==> config.mk <==
export PLATFORM = sky130hd
export DESIGN_NAME = rmq_fifo
export DESIGN_NICKNAME = d
export VERILOG_FILES = /design/src/sv/rmq_pkg.sv /design/src/sv/rmq_fifo.sv
export SDC_FILE = /design/constraint.sdc
export NUM_CORES = 1
export LEC_CHECK = 0
export ABC_AREA = 1
export BUFFER_PORTS_ARGS = -buffer_cell sky130_fd_sc_hd__buf_2
export CELL_PAD_IN_SITES_DETAIL_PLACEMENT = 2
export CELL_PAD_IN_SITES_GLOBAL_PLACEMENT = 2
export CORE_MARGIN = 10
export CORE_UTILIZATION = 37
export CTS_CLUSTER_DIAMETER = 80
export DETAILED_ROUTE_END_ITERATION = 8
export PLACE_DENSITY_LB_ADDON = 0.1
export SETUP_SLACK_MARGIN = 0.3
export SYNTH_ARGS = -nofsm -noshare
export SYNTH_HDL_FRONTEND = slang
export SYNTH_SLANG_ARGS = --single-unit
==> constraint.sdc <==
create_clock -name i_clk -period 1.8 [get_ports i_clk]
set_input_delay 0.18 -clock i_clk [delete_from_list [all_inputs] [get_ports i_clk]]
set_output_delay 0.18 -clock i_clk [all_outputs]
set_load 0.005 [all_outputs]
==> src/sv/rmq_pkg.sv <==
// Shared types and constants for the rotation matrix to quaternion block.
// Used by the front, queue, divider, back and top-level modules.
`default_nettype none
package rmq_pkg;

    localparam int MAT_W      = 16;
    localparam int NUM_W      = 17;
    localparam int COMP_W     = 16;
    localparam int Q_W        = 16;
    localparam int DIV_STAGES = Q_W + 1;
    localparam int FIFO_DEPTH = 4;
    localparam int FIFO_AW    = 2;

    localparam logic [1:0] PIV_REAL = 2'd0;
    localparam logic [1:0] PIV_I    = 2'd1;
    localparam logic [1:0] PIV_J    = 2'd2;
    localparam logic [1:0] PIV_K    = 2'd3;

    typedef struct packed {
        logic [1:0]              pivot;
        logic signed [NUM_W-1:0] n0;
        logic signed [NUM_W-1:0] n1;
        logic signed [NUM_W-1:0] n2;
    } t_side;

endpackage
`default_nettype wire

==> src/sv/rmq_fifo.sv <==
// Short queue between the front and back parts.
// Depends on rmq_pkg for its depth.
`default_nettype none
module rmq_fifo #(
    parameter int WIDTH = 8
) (
    input  wire logic             i_clk,
    input  wire logic             i_rst_n,
    input  wire logic             i_valid,
    output logic                  o_ready,
    input  wire logic [WIDTH-1:0] i_data,
    output logic                  o_valid,
    input  wire logic             i_ready,
    output logic [WIDTH-1:0]      o_data
);
    import rmq_pkg::*;

    logic [WIDTH-1:0]   r_mem [0:FIFO_DEPTH-1];
    logic [FIFO_AW-1:0] r_wr, r_rd;
    logic [FIFO_AW:0]   r_cnt;
    logic               w_push, w_pop;

    assign o_ready = r_cnt != (FIFO_AW+1)'(FIFO_DEPTH);
    assign o_valid = r_cnt != '0;
    assign w_push  = i_valid && o_ready;
    assign w_pop   = o_valid && i_ready;
    assign o_data  = r_mem[r_rd];

    always_ff @(posedge i_clk) begin
        if (!i_rst_n) begin
            r_wr  <= '0;
            r_rd  <= '0;
            r_cnt <= '0;
        end else begin
            if (w_push) begin
                r_wr <= r_wr + 1'b1;
            end
            if (w_pop) begin
                r_rd <= r_rd + 1'b1;
            end
            if (w_push && !w_pop) begin
                r_cnt <= r_cnt + 1'b1;
            end else if (w_pop && !w_push) begin
                r_cnt <= r_cnt - 1'b1;
            end
        end
        if (w_push) begin
            r_mem[r_wr] <= i_data;
        end
    end

endmodule
`default_nettype wire

==> metrics <==
first-pass GRT wire length=7.18 mm; Final Hold Fails=0; Nets=211; initial core utilization=38.5%; fin crit share=92.3%; Die H=87.5 µm; Clock Skew=0.00668 ns; delay-heaviest family, CP=simple AND/OR/NAND/NOR gates; Slowest-stage cell, CP=fa_2; most common library cells after synthesis=edfxtp_1 (32), nor2_1 (28), inv_1 (14); maximum vdd drop=0.583 mV; number of global-route vias before repair=1439; aggregate routed wire length=4.74 mm; cts bufs inserted=5; worst-path fanout max=2; CTS Buffer Depth=2; Unique masters post-synth=19; Pre-antenna DRT Iters=4; status=finished, final reports clean; Ant. Diodes=0; Fill cells=445; Placed Cells=221; vias after detailed routing=1238; Core ar.=4380 µm²; P_leak=0.889 nW; Synth Flop Type=edfxtp_1; Worst setup EP type=flip-flop; Hold Path Class=in -> reg; die area=7660 µm²; I/O pin count=22; Period minus WS final=1.66 ns; Setup TNS=0 ns; Max-slew headroom=87.2%; RSZ-0062 raised after global routing=yes; Synth Warn #=0; Final Wtd Congestion=0.794; Area growth syn-to-layout=31.3%; largest cells by area after synthesis=edfxtp_1 (57%), dfxtp_1 (11%), nor2_1 (6.2%); largest net degree at the start of global routing=17; register area share after synthesis=67.6%; DR vias/cell=5.03; share of layout cells above drive strength 1=39.7%; grt ovf=0; power density over the cells=1430 nW/µm²; Worst Path Arrival=1.85 ns; Hold-fix buffers, CTS=0; Synth top area share=56.9%; setup violators final=0; Non-Filler Instances=246; Critical Path, Cell by Cell=nor2_4 -> nand2_4 -> nand2_4 -> ha_4 -> inv_4 -> fa_2 -> inv_2 -> nand2_2 -> nand3_2 -> nand2_1 -> nand2_1 -> nor2_1; Bufs and invs on worst path=2; IO buf count=21; DRT iter0 DRCs=51; Clock transition at path regs=0.08 ns; Worst-Skew Late Latency=0.29 ns; count leader, synth=edfxtp_1; FF+latch count, synth=41; DRC Markers=0; Peak Freq=602 MHz; kind of critical path=reg -> reg; Gate Count Post-Synth=144; Netlist Area Pre-Place=1690 µm²; worst-margin pin slew=0.190 ns; antenna violations before repair=0; Post-DRT Antenna Nets=0; GR Util All Layers=12.2%; cell taking the most area after synthesis=edfxtp_1; DPL Wire Length=3.12 mm; Die Width=87.5 µm; post-synthesis area per instance=11.7 µm²; Post-Syn Nets=162; Critical Path Start Type=flip-flop; CP required=1.99 ns; crit-path max cell delay=0.37 ns; fin area=2220 µm²; clock tree root driver cell=clkbuf_8; Placement Cell Area=1910 µm²; final number of max-transition violations=0; Max-cap violations=0; Hold WS=0.106 ns; EDFF count, synth=32; row cnt=24; asr flop ratio synth=0%; CTS tree=yes; CTS H-tree lvls=2; CTS Sinks=41; drt wl/cell=19.3 µm
[cells by family after synthesis]
kind of cell,synth area share (%)
AOI/OAI and AO/OA,9.56
and+or+nand+nor,12.5
adders and majority gates,4.89
xor gates and xnor gates,0.519
buffers and inverters,4.89
DFF,67.6
[placed cells by master, fill, tap and decap left out, types with 6 or more instances in the layout]
cell type	count
buf_4	21
nor2_1	28
buf_2	21
nand2_1	9
edfxtp_1	32
o21ai_0	6
clkbuf_8	6
o21ai_1	6
inv_1	11
o22ai_1	8
[where the power goes]
group / switching (mW) / internal [mW] / leakage (nW)
registers: 0.108 / 1.18 / 0.370
logic: 0.632 / 0.538 / 0.464
clock network: 0.321 / 0.395 / 0.0556
total: 1.06 / 2.11 / 0.889
[path summary, 6_finish.rpt]
kind,start,to,slack [ns],cells after the start
max,r_cnt[0],r_cnt[2],0.14,12
min reg2reg,r_rd[1],flip-flop,0.52,2
max reg2reg,r_cnt[0],r_cnt[2],0.14,12
min,i_data[1],r_mem[1][1],0.11,1
[routing by layer]
metal	up-vias	global-route usage, %	share of wire (%)
met5	-	0	0
met4	0	4.93	2.5
met3	12	3.81	4.0
met2	27	21.9	55
met1	607	12.9	39
li1	592	-	-
[flip-flops by register name, summed over array words and instances, names as in the netlist, named ones only]
signal  cells
r_cnt       3
r_rd        2
r_mem      32
r_wr        2
[worst register-to-register path: cells and delay by family (launching register included)]
family	cells	cell delay, ns
simple gates	8	0.58
fa+ha+maj	2	0.52
flops	1	0.36
buf+inv	2	0.11
[area by class of cell]
| cell class | count | area, µm² | area share, % |
|---|---|---|---|
| clock buffer | 7 | 108 | 4.86 |
| inverter | 16 | 72.6 | 3.27 |
| tap | 52 | 65.1 | 2.94 |
| sequential | 41 | 1160 | 52.2 |
| clock inverter | 1 | 7.51 | 0.339 |
| multi-input combinational | 85 | 522 | 23.5 |
| timing repair buffer | 44 | 285 | 12.9 |
[what timing repair did]
action,CTS,global route
setup buffers,9,8
pin swaps,9,9
resized for setup,13,17
setup endpoints to repair,10,10
[metrics by stage]
| stage | setup WS [ns] | util, % | power, mW |
|---|---|---|---|
| detailed placement | 0.0488 | 43.5 | 2.14 |
| floorplan | 0.209 | - | 1.80 |
| global route | 0.0445 | 50.5 | 3.38 |
| global placement | 0.131 | 43.5 | 2.07 |
| finish | 0.139 | 50.5 | 3.17 |
| CTS | 0.172 | 48.5 | 3.03 |
Note: power is estimated with default switching activity, not from simulation.
